<file path="src/rtl/core/brb_pkg.sv">
// ----------------------------------------------------------------------------
// brb_pkg
// Shared types and constants for the byte ring buffer with peek and drop.
// ----------------------------------------------------------------------------
package brb_pkg;

	// Fixed field widths of the command and result items.
	localparam int unsigned CMD_W  = 2;
	localparam int unsigned DATA_W = 8;
	localparam int unsigned CNT_W  = 13;

	// Default size of the ring in bytes.
	localparam int unsigned DEPTH_DEFAULT = 4096;

	// Command codes.
	typedef enum logic [CMD_W-1:0] {
		CMD_WRITE = 2'd0,
		CMD_READ  = 2'd1,
		CMD_PEEK  = 2'd2,
		CMD_DROP  = 2'd3
	} cmd_t;

	// Status of the result stage handed from control to the top level.
	typedef struct packed {
		logic vld;
		logic rd_ok;
	} res_ctl_t;

endpackage

</file>
<file path="src/rtl/core/brb_ctrl.sv">
// ----------------------------------------------------------------------------
// brb_ctrl
// Command register, pointer and fill count state, and the result register.
// ----------------------------------------------------------------------------
module brb_ctrl
	import brb_pkg::*;
#(
	parameter int unsigned DEPTH = DEPTH_DEFAULT,
	localparam int unsigned PW = (DEPTH > 1) ? $clog2(DEPTH) : 1
) (
	input  logic              clk,
	input  logic              arst_n,
	input  logic              accept,
	input  logic [CMD_W-1:0]  command,
	input  logic [DATA_W-1:0] data_in,
	input  logic [CNT_W-1:0]  amount,
	output logic              mem_we,
	output logic [PW-1:0]     mem_waddr,
	output logic [DATA_W-1:0] mem_wdata,
	output logic              mem_re,
	output logic [PW-1:0]     mem_raddr,
	output res_ctl_t          res_ctl,
	output logic [CNT_W-1:0]  done_res,
	output logic [CNT_W-1:0]  readable,
	output logic [CNT_W-1:0]  writable
);

	localparam int unsigned CW = $clog2(DEPTH + 1);
	localparam int unsigned WW = (CW > CNT_W) ? CW : CNT_W;
	localparam int unsigned SW = PW + 1;

	// Input register.
	logic              vld_s1;
	cmd_t              cmd_s1;
	logic [DATA_W-1:0] din_s1;
	logic [CNT_W-1:0]  amt_s1;

	// Ring state.
	logic [PW-1:0] wp_q;
	logic [PW-1:0] rp_q;
	logic [CW-1:0] cnt_q;

	// Next state and result values.
	logic [PW-1:0] wp_d;
	logic [PW-1:0] rp_d;
	logic [CW-1:0] cnt_d;
	logic [CW-1:0] done_d;
	logic          rd_ok_d;
	logic [CW-1:0] free_d;

	logic [WW-1:0] amt_x;
	logic [WW-1:0] held_x;
	logic          amt_ok;
	logic [CW-1:0] drop_n;
	logic [SW-1:0] drop_sum;
	logic [SW-1:0] peek_sum;
	logic [PW-1:0] drop_ptr;
	logic [PW-1:0] peek_ptr;
	logic [PW-1:0] wp_inc;
	logic [PW-1:0] rp_inc;
	logic          full;
	logic [WW-1:0] done_x;
	logic [WW-1:0] rd_x;
	logic [WW-1:0] wr_x;

	// Result register.
	logic             vld_s2;
	logic             rd_ok_s2;
	logic [CNT_W-1:0] done_s2;
	logic [CNT_W-1:0] readable_s2;
	logic [CNT_W-1:0] writable_s2;

	// Capture a command when it is accepted.
	always_ff @(posedge clk or negedge arst_n) begin
		if (!arst_n) begin
			vld_s1 <= 1'b0;
		end else begin
			vld_s1 <= accept;
		end
	end

	always_ff @(posedge clk) begin
		if (accept) begin
			cmd_s1 <= cmd_t'(command);
			din_s1 <= data_in;
			amt_s1 <= amount;
		end
	end

	// Offset and drop count against the bytes held.
	always_comb begin
		amt_x    = WW'(amt_s1);
		held_x   = WW'(cnt_q);
		amt_ok   = amt_x < held_x;
		drop_n   = amt_ok ? CW'(amt_x) : cnt_q;
		full     = cnt_q == CW'(DEPTH);
	end

	// Pointer arithmetic; the drop sum, and the peek sum when the offset is in range, stay below twice the ring size.
	always_comb begin
		drop_sum = SW'(rp_q) + SW'(drop_n);
		peek_sum = SW'(rp_q) + SW'(amt_x);
		drop_ptr = (drop_sum >= SW'(DEPTH)) ? PW'(drop_sum - SW'(DEPTH)) : PW'(drop_sum);
		peek_ptr = (peek_sum >= SW'(DEPTH)) ? PW'(peek_sum - SW'(DEPTH)) : PW'(peek_sum);
		wp_inc   = (wp_q == PW'(DEPTH - 1)) ? '0 : wp_q + PW'(1);
		rp_inc   = (rp_q == PW'(DEPTH - 1)) ? '0 : rp_q + PW'(1);
	end

	// Command decode: next state, store access and result values.
	always_comb begin
		wp_d      = wp_q;
		rp_d      = rp_q;
		cnt_d     = cnt_q;
		done_d    = '0;
		rd_ok_d   = 1'b0;
		mem_we    = 1'b0;
		mem_re    = 1'b0;
		mem_raddr = rp_q;
		if (vld_s1) begin
			case (cmd_s1)
				CMD_WRITE: begin
					if (!full) begin
						mem_we = 1'b1;
						wp_d   = wp_inc;
						cnt_d  = cnt_q + CW'(1);
						done_d = CW'(1);
					end
				end
				CMD_READ: begin
					if (cnt_q != '0) begin
						mem_re  = 1'b1;
						rp_d    = rp_inc;
						cnt_d   = cnt_q - CW'(1);
						done_d  = CW'(1);
						rd_ok_d = 1'b1;
					end
				end
				CMD_PEEK: begin
					if (amt_ok) begin
						mem_re    = 1'b1;
						mem_raddr = peek_ptr;
						done_d    = CW'(1);
						rd_ok_d   = 1'b1;
					end
				end
				CMD_DROP: begin
					rp_d   = drop_ptr;
					cnt_d  = cnt_q - drop_n;
					done_d = drop_n;
				end
				default: begin
					done_d = '0;
				end
			endcase
		end
		free_d = CW'(DEPTH) - cnt_d;
	end

	assign mem_waddr = wp_q;
	assign mem_wdata = din_s1;

	// Counts are reported in the low bits of the result fields.
	always_comb begin
		done_x = WW'(done_d);
		rd_x   = WW'(cnt_d);
		wr_x   = WW'(free_d);
	end

	// Ring state registers.
	always_ff @(posedge clk or negedge arst_n) begin
		if (!arst_n) begin
			wp_q  <= '0;
			rp_q  <= '0;
			cnt_q <= '0;
		end else begin
			wp_q  <= wp_d;
			rp_q  <= rp_d;
			cnt_q <= cnt_d;
		end
	end

	// Result register.
	always_ff @(posedge clk or negedge arst_n) begin
		if (!arst_n) begin
			vld_s2   <= 1'b0;
			rd_ok_s2 <= 1'b0;
		end else begin
			vld_s2   <= vld_s1;
			rd_ok_s2 <= rd_ok_d;
		end
	end

	always_ff @(posedge clk) begin
		if (vld_s1) begin
			done_s2     <= done_x[CNT_W-1:0];
			readable_s2 <= rd_x[CNT_W-1:0];
			writable_s2 <= wr_x[CNT_W-1:0];
		end
	end

	assign res_ctl.vld   = vld_s2;
	assign res_ctl.rd_ok = rd_ok_s2;
	assign done_res      = done_s2;
	assign readable      = readable_s2;
	assign writable      = writable_s2;

endmodule

</file>
<file path="config.mk">
export PLATFORM = sky130hd
export DESIGN_NAME = brb_ctrl
export DESIGN_NICKNAME = d
export VERILOG_FILES = /design/src/rtl/core/brb_pkg.sv /design/src/rtl/core/brb_ctrl.sv
export SDC_FILE = /design/constraint.sdc
export NUM_CORES = 1
export LEC_CHECK = 0
export ABC_AREA = 1
export BUFFER_PORTS_ARGS = -buffer_cell sky130_fd_sc_hd__buf_2
export CORE_ASPECT_RATIO = 0.9
export CORE_MARGIN = 2
export CORE_UTILIZATION = 40
export CTS_CLUSTER_DIAMETER = 30
export CTS_CLUSTER_SIZE = 8
export DETAILED_ROUTE_END_ITERATION = 10
export SYNTH_ARGS = -nofsm -noshare
export SYNTH_HDL_FRONTEND = slang
export SYNTH_SLANG_ARGS = --single-unit
</file>
<file path="constraint.sdc">
create_clock -name clk -period 3.5 [get_ports clk]
set_input_delay 0.175 -clock clk [delete_from_list [all_inputs] [get_ports clk]]
set_output_delay 0.175 -clock clk [all_outputs]
set_load 0.1 [all_outputs]
</file>
==> results of run 1 <==
==> kinds of logic after synthesis <==
kind of cell	count (synthesis)
mux	1
compound gates	135
fa+ha+maj	60
xor+xnor	30
buf+inv	164
simple gates	472
flops	101
==> layout make-up <==
class | instances | area [um^2]
flip-flops and latches | 101 | 2834
fillers | 1670 | 8093
multi-input cells | 699 | 4415
inverters | 142 | 538.0
repair buffers | 246 | 1795
clock inverters | 7 | 81.33
clock buffers | 9 | 225.2
well taps | 245 | 306.5
==> sequential cells by signal (all words and copies together), names as in the netlist <==
name	count
vld_s2	1
amt_s1	13
mem_waddr	12
rp_q	12
mem_wdata	8
done_res	13
readable	13
cmd_s1	2
rd_ok_s2	1
vld_s1	1
cnt_q	13
writable	12
==> per-layer routing <==
metal | vias up | track usage
met5 | - | 0
met4 | 0 | 0.07585
met3 | 42 | 0.03690
met2 | 231 | 0.3331
met1 | 3359 | 0.3036
li1 | 3664 | -
==> path summary, 6_finish.rpt <==
path | slack [ps] | from | endpoint
min in group clk | 10 | amount[11] | amt_s1[11]
worst max register to register | -170 | cnt_q[11] | writable[12]
worst min-delay path | -10 | arst_n | mem_waddr[5]
worst max-delay path | -170 | cnt_q[11] | writable[12]
worst min register to register | 520 | mem_waddr[8] | mem_waddr[8]
max in group asynchronous | 2830 | arst_n | vld_s1
==> cells in the final DEF (no fill, tap or decap), types with 8 or more instances in the layout <==
cell type and count:
nand2_2 20, dlygate4sd3_1 18, nor3_1 14, edfxtp_1 61
o21ai_2 8, nand2_1 222, o21ai_1 13, a21oi_1 38
ha_4 16, nor2_2 12, buf_12 9, dfrtp_1 39
ha_1 41, nand3_1 65, nor2_1 76, nand4_1 23
xor2_1 24, a21oi_2 8, buf_2 92, inv_1 122
clkbuf_16 10, inv_2 17, o21ai_0 34, buf_4 125
nand3_2 8, nor2_4 9
==> what timing repair did <==
| action | 4_1_cts | 5_1_grt |
|---|---|---|
| setup endpoints to repair | 19 | 31 |
| hold endpoints to repair | 18 | 0 |
| pin swaps | 18 | 22 |
| resized for setup | 33 | 71 |
| setup buffers | 9 | 15 |
| gates cloned | 0 | 2 |
| hold buffers | 18 | 0 |
==> through the flow <==
stage | cells | setup TNS [ps]
after global routing | 1449 | -4324
after floorplan | 963 | -1988
after CTS | 1432 | -257.0
after detailed placement | 1389 | -2419
final | 1449 | -875.5
after global placement | 1389 | -2425
==> power by group <==
part / switching, mW / leakage (nW) / internal (mW) / total [mW]
registers: 0.203 / 1.09 / 1.58 / 1.78
logic: 4.62 / 3.61 / 2.65 / 7.27
clock network: 0.487 / 0.152 / 0.565 / 1.05
==> flow_summary.ini, run 1 <==
[drt]
postRouteWirelength_um = 21460
met2_length_um = 9560
top_layer_used = met4
drc_errors = 0
avgViaCountPerCell = 5.035
initialDrtViolationCount = 550
drt-met1-wl_um = 10110
ant_nets = 0
dr.pass1.iters = 5
wl_met3_um = 1188
wl_per_cell_um = 14.81
num_vias = 7296

[global_route]
grt-ovfl-total = 0
grt_use_total = 0.2147
grt_max_degree = 42
grt_pass1_vias = 6723
antenna_found_initial = 0
grt_pass1_wl_um = 33330

[setup_path]
critPathBufInv = 4
critical_path_depth = 24
critPathLaunchType = register
crit_top_cell = nand2_1
cp_max_fo = 5
crit_type = reg -> reg
endpoint_kind = register
cpLargestDelayFamily = simple AND/OR/NAND/NOR gates
cpMaxStageDelayCell = dfrtp_1
path_cells = inv_1, ha_1, nand4_1, a21oi_4, nor2_4, nand2_8, nand2_4, o21ai_4, ha_4, fa_1, inv_2, buf_4, nand2_1, nand3_1, nand2_1, nand3_1, nand2_1, o21ai_4, buf_4, nand3_2, nor2_4, nand2_1, nand2_1, nand2_1
worstPathRequired_ps = 3620
reg2reg_depth = 24
critPathMaxStageDelay_ps = 400
cp.arrival_ps = 3790

[synth]
synth_warnings = 0
synth_cells = 963
synthMuxAreaShare = 0.001352
seq_area_frac_synth = 0.3827
synth_top_cell_by_area = edfxtp_1
synth_edf_count = 61
synth.area.top_cells = edfxtp_1 25%, dfrtp_1 14%, nand2_1 12%
synth-xor-area-share = 0.03550
synthArstFlopShare = 0.3960
synth_common_cells = 242 x nand2_1, 136 x inv_1, 85 x nor2_1
synth_area_um2 = 7402
avgSynthCellArea_um2 = 7.686
synth_compound_area_frac = 0.1024
yosysMostFrequentCell = nand2_1
synth_top_area_share = 0.2475
synth_fa_ha_area_frac = 0.1045
ys_ff_latch = 101
synth_nets = 1049
synth_top_family_by_area = simple AND/OR/NAND/NOR gates
synth-simple-area-share = 0.2850
synth_ff_type = edfxtp_1
yosysUniqueCellTypes = 46

[timing]
rsz0062_at_grt = true
fin_ws_ps = -167.3
fin_crit_sh = 1.048
finalMaxSlewViolations = 0
clock_skew_ps = 10.23
hold_ws_ps = -14.11
max_freq_mhz = 272.7
finalCriticalPeriod_ps = 3667
setup_violations = 9
max_slew_margin = 0.3197
tightest_slew_ps = 1020
hold_violations = 27

[place]
dp_hpwl_um = 15760
place_area_um2 = 9051
dp_slack_ps = -287.6
port_buffers = 100
gp_congestion = 0.9315

[clocking]
clk_pin_slew_ps = 70
clk_latency_ps = 360
clkSinkCount = 101
htree_levels = 3
cts_tree = done
cts_buffers = 9
cts-root-buf = clkbuf_16
cts_buffer_depth = 2

[die]
initial_core_util = 0.4047
io_pins = 101
core_um2 = 18290
rows = 47
die_w_um = 147.4
dieArea_um2 = 19610
die_y_um = 133.1

[final_layout]
diodes = 0
drive_gt1_frac = 0.3056
nNetsFinal = 1285
finish.utilization = 0.5575
fin_area_um2 = 10200
areaGrowthSynthToFinish_pct = 37.74

[power]
power_density_nw_per_um2 = 990.7
p_leak_nw = 4.857
irDropWorstVdd_v = 0.0004670
total_power_mw = 10.10

[job]
max_cap_violations = 0

[status]
outcome = finished, violations left
violations = negative hold slack, negative setup slack

[min_path]
hp-class = in -> async
No activity file was read; power rests on OpenSTA's default activity.
==> inputs of run 2 (changes only) <==
--- a/config.mk
+++ b/config.mk
@@ -13,6 +13,7 @@
 export CTS_CLUSTER_DIAMETER = 30
 export CTS_CLUSTER_SIZE = 8
 export DETAILED_ROUTE_END_ITERATION = 10
+export SETUP_SLACK_MARGIN = 0.3
 export SYNTH_ARGS = -nofsm -noshare
 export SYNTH_HDL_FRONTEND = slang
 export SYNTH_SLANG_ARGS = --single-unit
==> flow_summary.ini, run 2 (synthesized netlist as in run 1, its figures left out) <==
[status]
outcome = finished, violations left
violations = negative hold slack, negative setup slack

[setup_path]
setup.worst_path.start = amt_s1[11]
r2r_end = writable[12]
crit_type = reg -> reg
critPathCapture = writable[12]
critPathLaunchType = register
cpMaxStageDelayCell = fa_2
rrSetupSlack_ps = -80
cp_max_fo = 4
cpLargestDelayFamily = adder cells
cp.arrival_ps = 3700
critPathMaxStageDelay_ps = 530
critical_path_depth = 23
timing.rr.start = amt_s1[11]
worstPathRequired_ps = 3620
reg2reg_depth = 23
crit_top_cell = nand2_1
critPathBufInv = 2
endpoint_kind = register
path_cells = ha_4, nand4_1, a21oi_2, nor2_2, nand2_4, buf_6, o21ai_4, ha_4, fa_2, nor2_1, a21oi_1, o21ai_1, nand2_1, o21ai_2, inv_2, ha_4, nand2_4, nor2_4, nand3_2, nor2_2, nand2_1, nand2_1, nand2_1

[drt]
ant_nets = 0
drc_errors = 0
wl_per_cell_um = 16.25
num_vias = 7688
dr.pass1.iters = 5
avgViaCountPerCell = 5.139
initialDrtViolationCount = 590
postRouteWirelength_um = 24320

[timing]
setup_violations = 6
max_slew_margin = 0.3025
hold_violations = 3
max_freq_mhz = 278.9
fin_crit_sh = 1.024
finalCriticalPeriod_ps = 3585
rsz0062_at_grt = true
tightest_slew_ps = 1046
fin_ws_ps = -84.92
finalMaxSlewViolations = 0
fin_setup_tns_ps = -407.4
clock_skew_ps = 13.80
hold_ws_ps = -2.219

[final_layout]
nNetsFinal = 1332
seqCellArea_um2 = 2835
most-common-layout-cells = 180 x nand2_1, 125 x buf_4, 95 x inv_1
areaGrowthSynthToFinish_pct = 56.34
diodes = 0
final_common_cell = nand2_1
drive_gt1_frac = 0.4412
layoutNonFillerInstCount = 1496
fillers = 1502
multi_input_area_um2 = 5157

[clocking]
cts-root-buf = clkbuf_16
clkSinkCount = 101
cts_buffers = 9
clk_latency_ps = 360
cts_tree = done
htree_levels = 3
clk_pin_slew_ps = 70
cts_buffer_depth = 2

[die]
initial_core_util = 0.4047
dieArea_um2 = 19610
core_um2 = 18290
die_y_um = 133.1
rows = 47
die_w_um = 147.4
io_pins = 101

[place]
gp_congestion = 0.9298
dp_hpwl_um = 16800
dp_slack_ps = -196.2
placed_cells = 1385
port_buffers = 100

[power]
irDropWorstVdd_v = 0.0004446
power_density_nw_per_um2 = 1062
p_leak_nw = 5.318

[global_route]
grt-ovfl-total = 0
grt_pass1_vias = 7073
grt_pass1_wl_um = 36400
antenna_found_initial = 0
grt_use_total = 0.2368
grt_max_degree = 42

[job]
max_cap_violations = 0

[min_path]
hp-class = in -> async
## run 2: worst min-delay path by stage
| stage | end | depth (start not counted) | slack (ps) | from |
|---|---|---|---|---|
| 5_1_grt | amt_s1[7] | 1 | 2 | amount[7] |
| 2_1_floorplan | cnt_q[0] | 0 | -120 | arst_n |
| 3_3_place_gp | mem_wdata[4] | 1 | 350 | data_in[4] |
| 4_1_cts | amt_s1[7] | 1 | 0.5 | amount[7] |
| 6_report | mem_waddr[8] | 1 | -2 | arst_n |
| 3_5_place_dp | mem_wdata[5] | 1 | 350 | data_in[5] |
## run 2: timing repair
action                                  in CTS  in global routing
hold buffers                                20                  2
pin swaps                                   26                 84
endpoints found under the setup margin      27                 48
resized for setup                           76                261
setup buffers                               37                 36
hold endpoints to repair                    20                  2
## run 2: layer usage
layer | track usage | wire length [um]
met3 | 0.04931 | 1563
met2 | 0.3686 | 11210
met4 | 0.07906 | 799
met1 | 0.3299 | 10740
met5 | 0 | 0
## run 2: layout make-up
cell class | instances | area share
Timing Repair Buffer | 294 | 0.2082
Multi-Input combinational cell | 698 | 0.4457
Clock inverter | 7 | 0.005838
Inverter | 142 | 0.04930
Tap cell | 245 | 0.02649
Clock buffer | 9 | 0.01946
Sequential cell | 101 | 0.2450
## run 2: power by group
| group | leakage [nW] | total, mW | switching (mW) | internal (mW) |
|---|---|---|---|---|
| Sequential | 1.09 | 1.81 | 0.230 | 1.58 |
| Combinational | 4.08 | 9.48 | 5.71 | 3.77 |
| Clock | 0.145 | 0.998 | 0.498 | 0.501 |
## run 2: per-stage QoR
stage	instance area [um^2]	util	power, mW	hold WS, ps
2_1_floorplan	7685	-	6.521	-120.6
3_3_place_gp	9190	0.5025	8.414	351.7
3_5_place_dp	9190	0.5025	8.426	353.1
4_1_cts	10270	0.5616	10.19	0.5133
5_1_grt	11570	0.6328	12.99	2.342
6_report	11570	0.6328	12.29	-2.219
